--- src/tspo_pkg.sv ---
// ----------------------------------------------------------------------------
// tspo_pkg
// Types, sizes and helpers shared by the timed slot pool.
// ----------------------------------------------------------------------------
package tspo_pkg;

  localparam int POOL_DEPTH = 16;
  localparam int TIME_BITS  = 16;
  localparam int IDX_W      = (POOL_DEPTH > 1) ? $clog2(POOL_DEPTH) : 1;
  localparam int CNT_W      = $clog2(POOL_DEPTH + 1);
  localparam int CMP_W      = 9;
  localparam int SERIAL_W   = 32;
  localparam int ALPHA_W    = 8;
  localparam int LIMIT_W    = 5;

  localparam logic [31:0] TIME_MAX32 = 32'((64'd1 << TIME_BITS) - 64'd1);

  typedef logic [IDX_W-1:0]     idx_t;
  typedef logic [CNT_W-1:0]     cnt_t;
  typedef logic [TIME_BITS-1:0] tm_t;
  typedef logic [ALPHA_W-1:0]   alpha_t;
  typedef logic [SERIAL_W-1:0]  serial_t;

  typedef enum logic [1:0] {
    K_ADD   = 2'd0,
    K_TICK  = 2'd1,
    K_CLEAR = 2'd2,
    K_READ  = 2'd3
  } kind_t;

  typedef struct packed {
    tm_t     age;
    tm_t     life;
    alpha_t  alpha;
    serial_t serial;
  } entry_t;

  typedef struct packed {
    logic   start;
    alpha_t alpha;
    tm_t    life;
    tm_t    age;
  } fade_req_t;

  typedef struct packed {
    logic   done;
    alpha_t opacity;
  } fade_rsp_t;

  function automatic tm_t time_sat(input logic [15:0] v);
    logic [31:0] w;
    w = {16'd0, v};
    if (w > TIME_MAX32) w = TIME_MAX32;
    return w[TIME_BITS-1:0];
  endfunction

endpackage

--- src/tspo_if.sv ---
// ----------------------------------------------------------------------------
// tspo_if
// Valid/ready channels for the request and result items of the slot pool.
// ----------------------------------------------------------------------------
interface tspo_in_if;
  logic        valid;
  logic        ready;
  logic [1:0]  kind;
  logic [15:0] life_span;
  logic [7:0]  alpha;
  logic [15:0] delta;
  logic [3:0]  slot_index;

  modport source (output valid, kind, life_span, alpha, delta, slot_index, input ready);
  modport sink   (input valid, kind, life_span, alpha, delta, slot_index, output ready);
endinterface

interface tspo_out_if;
  logic       valid;
  logic       ready;
  logic [3:0] slot;
  logic       replaced;
  logic [7:0] opacity;
  logic [4:0] active_count;

  modport source (output valid, slot, replaced, opacity, active_count, input ready);
  modport sink   (input valid, slot, replaced, opacity, active_count, output ready);
endinterface

--- src/tspo_fade_unit.sv ---
// ----------------------------------------------------------------------------
// tspo_fade_unit
// Opacity of a slot: fade window, alpha product, then a bit-serial divide
// by the life span, one quotient bit per cycle.
// ----------------------------------------------------------------------------
module tspo_fade_unit import tspo_pkg::*; (
  input  logic      clk,
  input  logic      rst_n,
  input  fade_req_t req,
  output fade_rsp_t rsp
);

  localparam int PROD_W = ALPHA_W + TIME_BITS;
  localparam int STEP_W = (ALPHA_W > 1) ? $clog2(ALPHA_W) : 1;
  localparam logic [STEP_W-1:0] STEP_LAST = STEP_W'(ALPHA_W - 1);

  typedef enum logic [3:0] {
    F_IDLE = 4'b0001,
    F_MUL  = 4'b0010,
    F_DIV  = 4'b0100,
    F_DONE = 4'b1000
  } fstate_t;

  fstate_t           fst_r;
  alpha_t            alpha_r;
  tm_t               life_r;
  tm_t               fade_r;
  tm_t               part_r;
  alpha_t            lo_r;
  alpha_t            q_r;
  logic [STEP_W-1:0] step_r;

  tm_t                rem_c;
  logic [TIME_BITS+2:0] fade5_c;
  tm_t                fade_c;
  logic [PROD_W-1:0]  prod_c;
  logic [TIME_BITS:0] cand_c;
  logic [TIME_BITS:0] diff_c;
  logic               ge_c;
  tm_t                part_nxt;

  always_comb begin
    rem_c    = (req.age >= req.life) ? '0 : req.life - req.age;
    fade5_c  = {1'b0, rem_c, 2'b00} + {3'b000, rem_c};
    fade_c   = (fade5_c > {3'b000, req.life}) ? req.life : fade5_c[TIME_BITS-1:0];
    prod_c   = PROD_W'(alpha_r) * PROD_W'(fade_r);
    cand_c   = {part_r, lo_r[ALPHA_W-1]};
    ge_c     = cand_c >= {1'b0, life_r};
    diff_c   = cand_c - {1'b0, life_r};
    part_nxt = ge_c ? diff_c[TIME_BITS-1:0] : cand_c[TIME_BITS-1:0];
  end

  always_ff @(posedge clk) begin
    if (!rst_n) begin
      fst_r <= F_IDLE;
    end else begin
      case (fst_r)
        F_IDLE: begin
          if (req.start) begin
            alpha_r <= req.alpha;
            life_r  <= req.life;
            fade_r  <= fade_c;
            if (req.life == '0) begin
              q_r   <= req.alpha;
              fst_r <= F_DONE;
            end else begin
              fst_r <= F_MUL;
            end
          end
        end
        F_MUL: begin
          part_r <= prod_c[PROD_W-1:ALPHA_W];
          lo_r   <= prod_c[ALPHA_W-1:0];
          q_r    <= '0;
          step_r <= '0;
          fst_r  <= F_DIV;
        end
        F_DIV: begin
          part_r <= part_nxt;
          lo_r   <= {lo_r[ALPHA_W-2:0], 1'b0};
          q_r    <= {q_r[ALPHA_W-2:0], ge_c};
          step_r <= step_r + 1'b1;
          if (step_r == STEP_LAST) fst_r <= F_DONE;
        end
        F_DONE: begin
          fst_r <= F_IDLE;
        end
        default: begin
          fst_r <= F_IDLE;
        end
      endcase
    end
  end

  assign rsp.done    = (fst_r == F_DONE);
  assign rsp.opacity = q_r;

endmodule

--- src/timed_slot_pool_oldest_evict.sv ---
// ----------------------------------------------------------------------------
// timed_slot_pool_oldest_evict
// Pool of timed slots held in one synchronous memory, walked slot by slot.
// An add that must evict first walks the allocated slots; tick walks all
// POOL_DEPTH slots (one memory read per cycle, write-back per active slot);
// read: memory read, then fade product and 8-step divide unless permanent.
// One item at a time; a finished result may wait in the output register.
// Reset clears all active bits and counters at once; no clearing pass.
// ----------------------------------------------------------------------------
module timed_slot_pool_oldest_evict import tspo_pkg::*; (
  input  logic               clk,
  input  logic               rst_n,
  tspo_in_if.sink            in_ch,
  tspo_out_if.source         out_ch,
  input  logic               cfg_we,
  input  logic [LIMIT_W-1:0] cfg_wdata
);

  typedef enum logic [6:0] {
    S_IDLE    = 7'b0000001,
    S_ADD_WR  = 7'b0000010,
    S_SCAN    = 7'b0000100,
    S_TICK    = 7'b0001000,
    S_RD_WAIT = 7'b0010000,
    S_RD_FADE = 7'b0100000,
    S_FIN     = 7'b1000000
  } state_t;

  state_t                  state_r;
  logic [LIMIT_W-1:0]      limit_r;
  logic [POOL_DEPTH-1:0]   active_r;
  cnt_t                    active_cnt_r;
  cnt_t                    alloc_r;
  serial_t                 next_serial_r;
  tm_t                     life_r;
  alpha_t                  alpha_r;
  tm_t                     delta_r;
  idx_t                    slot_r;
  logic                    replaced_r;
  alpha_t                  opacity_r;
  cnt_t                    walk_idx_r;
  logic                    walk_pend_r;
  idx_t                    walk_pidx_r;
  serial_t                 best_serial_r;
  idx_t                    best_idx_r;
  logic                    best_vld_r;
  logic                    out_valid_r;
  logic [3:0]              out_slot_r;
  logic                    out_replaced_r;
  logic [7:0]              out_opacity_r;
  logic [4:0]              out_count_r;

  entry_t                  mem [POOL_DEPTH];
  entry_t                  rd_data_r;
  idx_t                    rd_addr;
  logic                    wr_en;
  idx_t                    wr_addr;
  entry_t                  wr_data;

  fade_req_t               fade_req;
  fade_rsp_t               fade_rsp;

  logic                    in_accept;
  logic [CMP_W-1:0]        alloc9;
  logic [CMP_W-1:0]        lim9;
  logic [POOL_DEPTH-1:0]   alloc_mask;
  logic [POOL_DEPTH-1:0]   free_mask;
  logic                    free_any;
  idx_t                    free_pick;
  logic                    rd_ok;
  logic [CMP_W-1:0]        walk_end9;
  logic                    walk_issue;
  logic [TIME_BITS:0]      age_sum;
  tm_t                     age_new;
  logic                    expire;
  logic                    tick_wr;
  logic                    better;
  logic                    out_free;

  always_comb begin
    alloc9 = CMP_W'(alloc_r);
    lim9   = CMP_W'(limit_r);
    if (lim9 == '0) lim9 = CMP_W'(1);
    if (lim9 > CMP_W'(POOL_DEPTH)) lim9 = CMP_W'(POOL_DEPTH);
    for (int i = 0; i < POOL_DEPTH; i++) begin
      alloc_mask[i] = CMP_W'(i) < alloc9;
    end
    free_mask = alloc_mask & ~active_r;
    free_any  = |free_mask;
    free_pick = '0;
    for (int i = POOL_DEPTH - 1; i >= 0; i--) begin
      if (free_mask[i]) free_pick = IDX_W'(i);
    end
  end

  assign in_accept = in_ch.valid && in_ch.ready;
  assign in_ch.ready = (state_r == S_IDLE);
  assign rd_ok = (CMP_W'(in_ch.slot_index) < alloc9) && active_r[IDX_W'(in_ch.slot_index)];

  assign walk_end9  = (state_r == S_TICK) ? CMP_W'(POOL_DEPTH) : alloc9;
  assign walk_issue = CMP_W'(walk_idx_r) < walk_end9;

  assign rd_addr = (state_r == S_IDLE) ? IDX_W'(in_ch.slot_index) : walk_idx_r[IDX_W-1:0];

  always_comb begin
    age_sum = {1'b0, rd_data_r.age} + {1'b0, delta_r};
    age_new = age_sum[TIME_BITS] ? '1 : age_sum[TIME_BITS-1:0];
    expire  = (rd_data_r.life != '0) && (age_new >= rd_data_r.life);
    tick_wr = (state_r == S_TICK) && walk_pend_r && active_r[walk_pidx_r];
    better  = !best_vld_r || (rd_data_r.serial < best_serial_r);
  end

  always_comb begin
    wr_en   = 1'b0;
    wr_addr = walk_pidx_r;
    wr_data = rd_data_r;
    if (state_r == S_ADD_WR) begin
      wr_en          = 1'b1;
      wr_addr        = slot_r;
      wr_data.age    = '0;
      wr_data.life   = life_r;
      wr_data.alpha  = alpha_r;
      wr_data.serial = next_serial_r;
    end else if (tick_wr) begin
      wr_en       = 1'b1;
      wr_data.age = age_new;
    end
  end

  always_ff @(posedge clk) begin
    if (wr_en) mem[wr_addr] <= wr_data;
    rd_data_r <= mem[rd_addr];
  end

  assign fade_req.start = (state_r == S_RD_WAIT);
  assign fade_req.alpha = rd_data_r.alpha;
  assign fade_req.life  = rd_data_r.life;
  assign fade_req.age   = rd_data_r.age;

  tspo_fade_unit u_fade (
    .clk   (clk),
    .rst_n (rst_n),
    .req   (fade_req),
    .rsp   (fade_rsp)
  );

  assign out_free = !out_valid_r || out_ch.ready;

  always_ff @(posedge clk) begin
    if (!rst_n) begin
      state_r       <= S_IDLE;
      limit_r       <= LIMIT_W'(16);
      active_r      <= '0;
      active_cnt_r  <= '0;
      alloc_r       <= '0;
      next_serial_r <= '0;
      walk_pend_r   <= 1'b0;
      best_vld_r    <= 1'b0;
      out_valid_r   <= 1'b0;
    end else begin
      if (cfg_we) limit_r <= cfg_wdata;
      if (out_valid_r && out_ch.ready && state_r != S_FIN) out_valid_r <= 1'b0;
      case (state_r)
        S_IDLE: begin
          if (in_accept) begin
            replaced_r  <= 1'b0;
            opacity_r   <= '0;
            life_r      <= time_sat(in_ch.life_span);
            alpha_r     <= in_ch.alpha;
            delta_r     <= time_sat(in_ch.delta);
            walk_idx_r  <= '0;
            walk_pend_r <= 1'b0;
            best_vld_r  <= 1'b0;
            case (kind_t'(in_ch.kind))
              K_ADD: begin
                if (free_any) begin
                  slot_r  <= free_pick;
                  state_r <= S_ADD_WR;
                end else if (alloc9 < lim9) begin
                  slot_r  <= IDX_W'(alloc_r);
                  alloc_r <= alloc_r + 1'b1;
                  state_r <= S_ADD_WR;
                end else begin
                  state_r <= S_SCAN;
                end
              end
              K_TICK: begin
                slot_r  <= '0;
                state_r <= S_TICK;
              end
              K_CLEAR: begin
                slot_r       <= '0;
                active_r     <= '0;
                active_cnt_r <= '0;
                alloc_r      <= '0;
                state_r      <= S_FIN;
              end
              K_READ: begin
                slot_r  <= '0;
                state_r <= rd_ok ? S_RD_WAIT : S_FIN;
              end
              default: begin
                slot_r  <= '0;
                state_r <= S_FIN;
              end
            endcase
          end
        end
        S_ADD_WR: begin
          active_r[slot_r] <= 1'b1;
          if (!replaced_r) active_cnt_r <= active_cnt_r + 1'b1;
          next_serial_r <= next_serial_r + 1'b1;
          state_r       <= S_FIN;
        end
        S_SCAN, S_TICK: begin
          walk_pend_r <= walk_issue;
          walk_pidx_r <= walk_idx_r[IDX_W-1:0];
          if (walk_issue) walk_idx_r <= walk_idx_r + 1'b1;
          if (state_r == S_SCAN) begin
            if (walk_pend_r && better) begin
              best_vld_r    <= 1'b1;
              best_serial_r <= rd_data_r.serial;
              best_idx_r    <= walk_pidx_r;
            end
          end else if (tick_wr && expire) begin
            active_r[walk_pidx_r] <= 1'b0;
            active_cnt_r          <= active_cnt_r - 1'b1;
          end
          if (!walk_issue && !walk_pend_r) begin
            if (state_r == S_SCAN) begin
              slot_r     <= best_idx_r;
              replaced_r <= 1'b1;
              state_r    <= S_ADD_WR;
            end else begin
              state_r <= S_FIN;
            end
          end
        end
        S_RD_WAIT: begin
          state_r <= S_RD_FADE;
        end
        S_RD_FADE: begin
          if (fade_rsp.done) begin
            opacity_r <= fade_rsp.opacity;
            state_r   <= S_FIN;
          end
        end
        S_FIN: begin
          if (out_free) begin
            out_valid_r    <= 1'b1;
            out_slot_r     <= 4'(slot_r);
            out_replaced_r <= replaced_r;
            out_opacity_r  <= opacity_r;
            out_count_r    <= 5'(active_cnt_r);
            state_r        <= S_IDLE;
          end
        end
        default: begin
          state_r <= S_IDLE;
        end
      endcase
    end
  end

  assign out_ch.valid        = out_valid_r;
  assign out_ch.slot         = out_slot_r;
  assign out_ch.replaced     = out_replaced_r;
  assign out_ch.opacity      = out_opacity_r;
  assign out_ch.active_count = out_count_r;

  a_count_matches: assert property (@(posedge clk) disable iff (!rst_n)
    active_cnt_r == CNT_W'($countones(active_r)))
    else $error("active count out of step with active bits");

  a_active_in_region: assert property (@(posedge clk) disable iff (!rst_n)
    (active_r & ~alloc_mask) == '0)
    else $error("active slot outside allocated region");

  a_alloc_bound: assert property (@(posedge clk) disable iff (!rst_n)
    alloc9 <= CMP_W'(POOL_DEPTH))
    else $error("allocated count beyond pool depth");

  a_result_issued: assert property (@(posedge clk) disable iff (!rst_n)
    (state_r == S_FIN && out_free) |=> (out_valid_r && state_r == S_IDLE))
    else $error("finished item not moved to output register");

endmodule
--- src/flat_wrapper.sv ---
// flat-port wrapper written by rule: the top's interface ports become plain ports
module timed_slot_pool_oldest_evict_flat import tspo_pkg::*;
  (clk, rst_n, cfg_we, cfg_wdata, in_ch_valid, in_ch_kind, in_ch_life_span, in_ch_alpha, in_ch_delta, in_ch_slot_index, in_ch_ready, out_ch_valid, out_ch_slot, out_ch_replaced, out_ch_opacity, out_ch_active_count, out_ch_ready);
  tspo_in_if in_ch_i ();
  tspo_out_if out_ch_i ();
  input  logic clk;
  input  logic rst_n;
  input  logic cfg_we;
  input  logic [LIMIT_W-1:0] cfg_wdata;
  input wire logic [$bits(in_ch_i.valid)-1:0] in_ch_valid;
  input wire logic [$bits(in_ch_i.kind)-1:0] in_ch_kind;
  input wire logic [$bits(in_ch_i.life_span)-1:0] in_ch_life_span;
  input wire logic [$bits(in_ch_i.alpha)-1:0] in_ch_alpha;
  input wire logic [$bits(in_ch_i.delta)-1:0] in_ch_delta;
  input wire logic [$bits(in_ch_i.slot_index)-1:0] in_ch_slot_index;
  output wire logic [$bits(in_ch_i.ready)-1:0] in_ch_ready;
  output wire logic [$bits(out_ch_i.valid)-1:0] out_ch_valid;
  output wire logic [$bits(out_ch_i.slot)-1:0] out_ch_slot;
  output wire logic [$bits(out_ch_i.replaced)-1:0] out_ch_replaced;
  output wire logic [$bits(out_ch_i.opacity)-1:0] out_ch_opacity;
  output wire logic [$bits(out_ch_i.active_count)-1:0] out_ch_active_count;
  input wire logic [$bits(out_ch_i.ready)-1:0] out_ch_ready;
  assign in_ch_i.valid = in_ch_valid;
  assign in_ch_i.kind = in_ch_kind;
  assign in_ch_i.life_span = in_ch_life_span;
  assign in_ch_i.alpha = in_ch_alpha;
  assign in_ch_i.delta = in_ch_delta;
  assign in_ch_i.slot_index = in_ch_slot_index;
  assign in_ch_ready = in_ch_i.ready;
  assign out_ch_valid = out_ch_i.valid;
  assign out_ch_slot = out_ch_i.slot;
  assign out_ch_replaced = out_ch_i.replaced;
  assign out_ch_opacity = out_ch_i.opacity;
  assign out_ch_active_count = out_ch_i.active_count;
  assign out_ch_i.ready = out_ch_ready;
  timed_slot_pool_oldest_evict u_core (.clk(clk), .rst_n(rst_n), .in_ch(in_ch_i), .out_ch(out_ch_i), .cfg_we(cfg_we), .cfg_wdata(cfg_wdata));
endmodule
--- config.mk ---
export PLATFORM = sky130hd
export DESIGN_NAME = timed_slot_pool_oldest_evict_flat
export DESIGN_NICKNAME = d
export VERILOG_FILES = /design/src/tspo_pkg.sv /design/src/tspo_if.sv /design/src/tspo_fade_unit.sv /design/src/timed_slot_pool_oldest_evict.sv /design/src/flat_wrapper.sv
export SDC_FILE = /design/constraint.sdc
export NUM_CORES = 2
export LEC_CHECK = 0
export ABC_AREA = 1
export BUFFER_PORTS_ARGS = -buffer_cell sky130_fd_sc_hd__buf_4
export CAP_MARGIN = 20
export CORE_ASPECT_RATIO = 1.4
export CORE_UTILIZATION = 50
export CTS_CLUSTER_DIAMETER = 50
export CTS_CLUSTER_SIZE = 8
export DETAILED_ROUTE_END_ITERATION = 10
export MAX_ROUTING_LAYER = met4
export PLACE_DENSITY = 0.72
export SYNTH_ARGS = -nofsm -noshare
export SYNTH_HDL_FRONTEND = slang
export SYNTH_SLANG_ARGS = --single-unit
--- constraint.sdc ---
create_clock -name clk -period 15.6 [get_ports clk]
set_input_delay 3.12 -clock clk [delete_from_list [all_inputs] [get_ports clk]]
set_output_delay 3.12 -clock clk [all_outputs]
set_load 0.01 [all_outputs]
==> flow_metrics.env <==
export IMPL_powerDensity_nw_per_um2=217
export IMPL_cp_common_cell="buf_4"
export IMPL_num_rows=158
export IMPL_grt_pass1_wl_mm=272
export IMPL_rsz0062_at_grt="false"
export IMPL_ant_nets=0
export IMPL_via_count=47524
export IMPL_hold_violations=0
export IMPL_gr_total_overflow=0
export IMPL_worstPathRequired_ps=16340
export IMPL_clock_latency_ps=840
export IMPL_final_setup_viol_count=0
export IMPL_hp_class="register to register"
export IMPL_cts_hold_buf=0
export IMPL_antenna_found_initial=2
export IMPL_worstSetupPathType="primary input to register"
export IMPL_skew_ps=74.1
export IMPL_routed_wl_mm=181
export IMPL_firstDrtPassIters=6
export IMPL_cts_tree="done"
export IMPL_syn_avg_cell_area_sq_um=11.4
export IMPL_yosysWarningCount=0
export IMPL_finalNonFillerCells=7919
export IMPL_path_max_fanout=105
export IMPL_dieWidth_um=311
export IMPL_synth_nets=6225
export IMPL_synth_cell_types=57
export IMPL_yosys_register_bits=1492
export IMPL_die_y_um=435
export IMPL_core_sq_um=133000
export IMPL_cp_slowest_stage_delay_ps=950
export IMPL_initial_core_util_pct=50.5
export IMPL_finalMaxSlewViolations=0
export IMPL_placed_area_sq_um=69700
export IMPL_synth_edf_count=1343
export IMPL_cp_slowest_cell="buf_4"
export IMPL_leakagePower_nw=27.7
export IMPL_synth_top_flop_cell="edfxtp_1"
export IMPL_ir_drop_uv=277
export IMPL_syn_inst=5899
export IMPL_drc_errors=0
export IMPL_critPathArrivalTime_ps=8180
export IMPL_synth_largest_area_cell="edfxtp_1"
export IMPL_ios=76
export IMPL_startpoint_type="primary input"
export IMPL_cts_inserted_buffers=206
export IMPL_numPortBuffers=75
export IMPL_htreeDepth=4
export IMPL_cts_clk_slew_worst_paths_ps=50
export IMPL_drive_above_1_share_pct=8.40
export IMPL_synth_area_sq_um=67000
export IMPL_ctsRootBufferMaster="clkbuf_16"
export IMPL_ff_latch_area_sq_um=43300
export IMPL_post_route_min_period_ps=7440
export IMPL_fmax_ghz=0.134
export IMPL_post_cts_buffers=0
export IMPL_yosysSeqAreaShare_pct=64.6
export IMPL_initialDrtViolationCount=5035
export IMPL_synth_area_top_cells="edfxtp_1 (60%), o21ai_0 (6.0%), dfxtp_1 (4.5%), nor2_1 (4.3%), nand2_1 (4.1%)"
export IMPL_die_area_sq_um=135000
export IMPL_final_area_sq_um=75900
export IMPL_drv_cap=0
export IMPL_worstPathCellList="buf_4 > clkinv_1 > o21ai_4 > buf_4 > buf_4 > buf_4 > buf_4 > o21ai_0 > o221ai_1 > nand3_1 > nand2_1"
export IMPL_globalplace_congestion=0.974
export IMPL_synth_most_common_cell="edfxtp_1"
export IMPL_placed_cells=7536
export IMPL_grt_pass1_vias=46756
export IMPL_clockBufferDepth=3
export IMPL_synth_async_reset_ratio_pct=0
export IMPL_via_per_inst=6.00
export IMPL_synth_common_cells="edfxtp_1 (1343), o21ai_0 (797), nor2_1 (770), nand2_1 (725), inv_1 (467)"
export IMPL_status="finished, final reports clean"
export IMPL_routedWlPerCell_um=22.9
export IMPL_fin_nets=6315
export IMPL_cts_num_sinks=1492
export IMPL_grt_start_max_net_pins=239
export IMPL_max_slew_margin_pct=22.2
export IMPL_syn2layout_area_growth_pct=13.3
export IMPL_post_route_period_util_pct=47.7
export IMPL_hpwl_mm=104
export IMPL_end_kind="register"
export IMPL_report_power_total_mw=16.5
export IMPL_tightest_slew_ps=1170
export IMPL_netlist_area_leader_share_pct=60.2
export IMPL_cts_resized_gates=0
export IMPL_grt_use_total_pct=27.1
export IMPL_multi_input_area_sq_um=20900
export IMPL_fillCellCount=10558
export IMPL_timing_setup_tns_ps=0
==> cell usage in the layout, fill, tap and decap left out, types with 160 or more instances in the layout <==
cell and count:
nand2_1 725, nor2_1 751, a21oi_1 205, nand3_1 160, edfxtp_1 1343, inv_1 466
clkbuf_16 207, ha_1 182, o221ai_1 206, o21ai_0 794, buf_4 191
==> flip-flops by register name, indices dropped and copies added, names as in the netlist, 8 cells and up <==
register	flops
u_core.rd_data_r	32
u_core.fade_req	40
u_core.active_r	16
u_core.delta_r	16
u_core.life_r	16
u_core.out_ch.opacity	8
u_core.mem	1152
u_core.alpha_r	8
u_core.u_fade.fade_r	16
u_core.u_fade.part_r	16
u_core.opacity_r	8
u_core.u_fade.alpha_r	8
u_core.u_fade.q_r	8
u_core.best_serial_r	32
u_core.next_serial_r	32
u_core.u_fade.life_r	16
u_core.u_fade.lo_r	8
==> layout make-up <==
type,instances,share of cell area (%)
multi-input combinational,3608,27.5
clock inverter,19,0.536
antenna,2,0.00659
clock buffer,357,7.58
inverter,484,2.42
timing repair buffer,197,2.03
tap,1760,2.90
sequential,1492,57.1
==> path summary, 6_finish.rpt <==
kind                            slack, ps  cells after the start                         startpoint                                 end
worst max-delay path                 8160                     11                in_ch_slot_index[0]         u_core.fade_req[22]$_DFF_P_
worst min-delay path                  410                      0  u_core.opacity_r[2]$_SDFFCE_PN0P_  u_core.out_ch.opacity[2]$_DFFE_PP_
worst min register to register        410                      0  u_core.opacity_r[2]$_SDFFCE_PN0P_  u_core.out_ch.opacity[2]$_DFFE_PP_
worst max register to register       9600                     35        u_core.fade_req[16]$_DFF_P_   u_core.u_fade.fade_r[3]$_DFFE_PP_
==> stage by stage <==
| step | util [%] | worst slack (ps) | hold WS [ps] |
|---|---|---|---|
| 3_3_place_gp | 52.5 | 7780 | 406 |
| 3_5_place_dp | 52.5 | 7610 | 406 |
| 2_1_floorplan | - | 8600 | 400 |
| 4_1_cts | 57.2 | 8380 | 418 |
| 5_1_grt | 57.2 | 7920 | 430 |
| 6_report | 57.2 | 8160 | 414 |
==> report_power, final <==
group	switching, mW	internal [mW]	total [mW]
logic	4.87	2.01	6.89
clock network	1.67	2.52	4.19
registers	0.261	5.12	5.38
total	6.81	9.66	16.5
==> metal layers <==
layer / global-route usage (%) / vias to the layer above / part of all wire, %
li1: - / 21327 / -
met5: - / - / 0
met3: 4.05 / 568 / 8.0
met4: 14.7 / 0 / 5.4
met2: 44.3 / 2307 / 49
met1: 32.3 / 23322 / 37
==> critical path, delay by kind of cell <==
kind	cells	cell delay, ps
compound gates	3	720
buf+inv	6	3840
simple gates	2	210
==> kinds of logic (layout without fill, tap and decap cells) <==
group,after synthesis,in the layout,synth area share (%)
AOI/OAI and AO/OA,1469,1469,12.9
xor gates and xnor gates,58,58,0.758
adders and majority gates,270,270,6.03
buffers and inverters,799,1057,4.52
DFF,1492,1492,64.6
other,0,2,0
and+or+nand+nor,1811,1811,11.1
No activity file was read; power rests on OpenSTA's default activity.
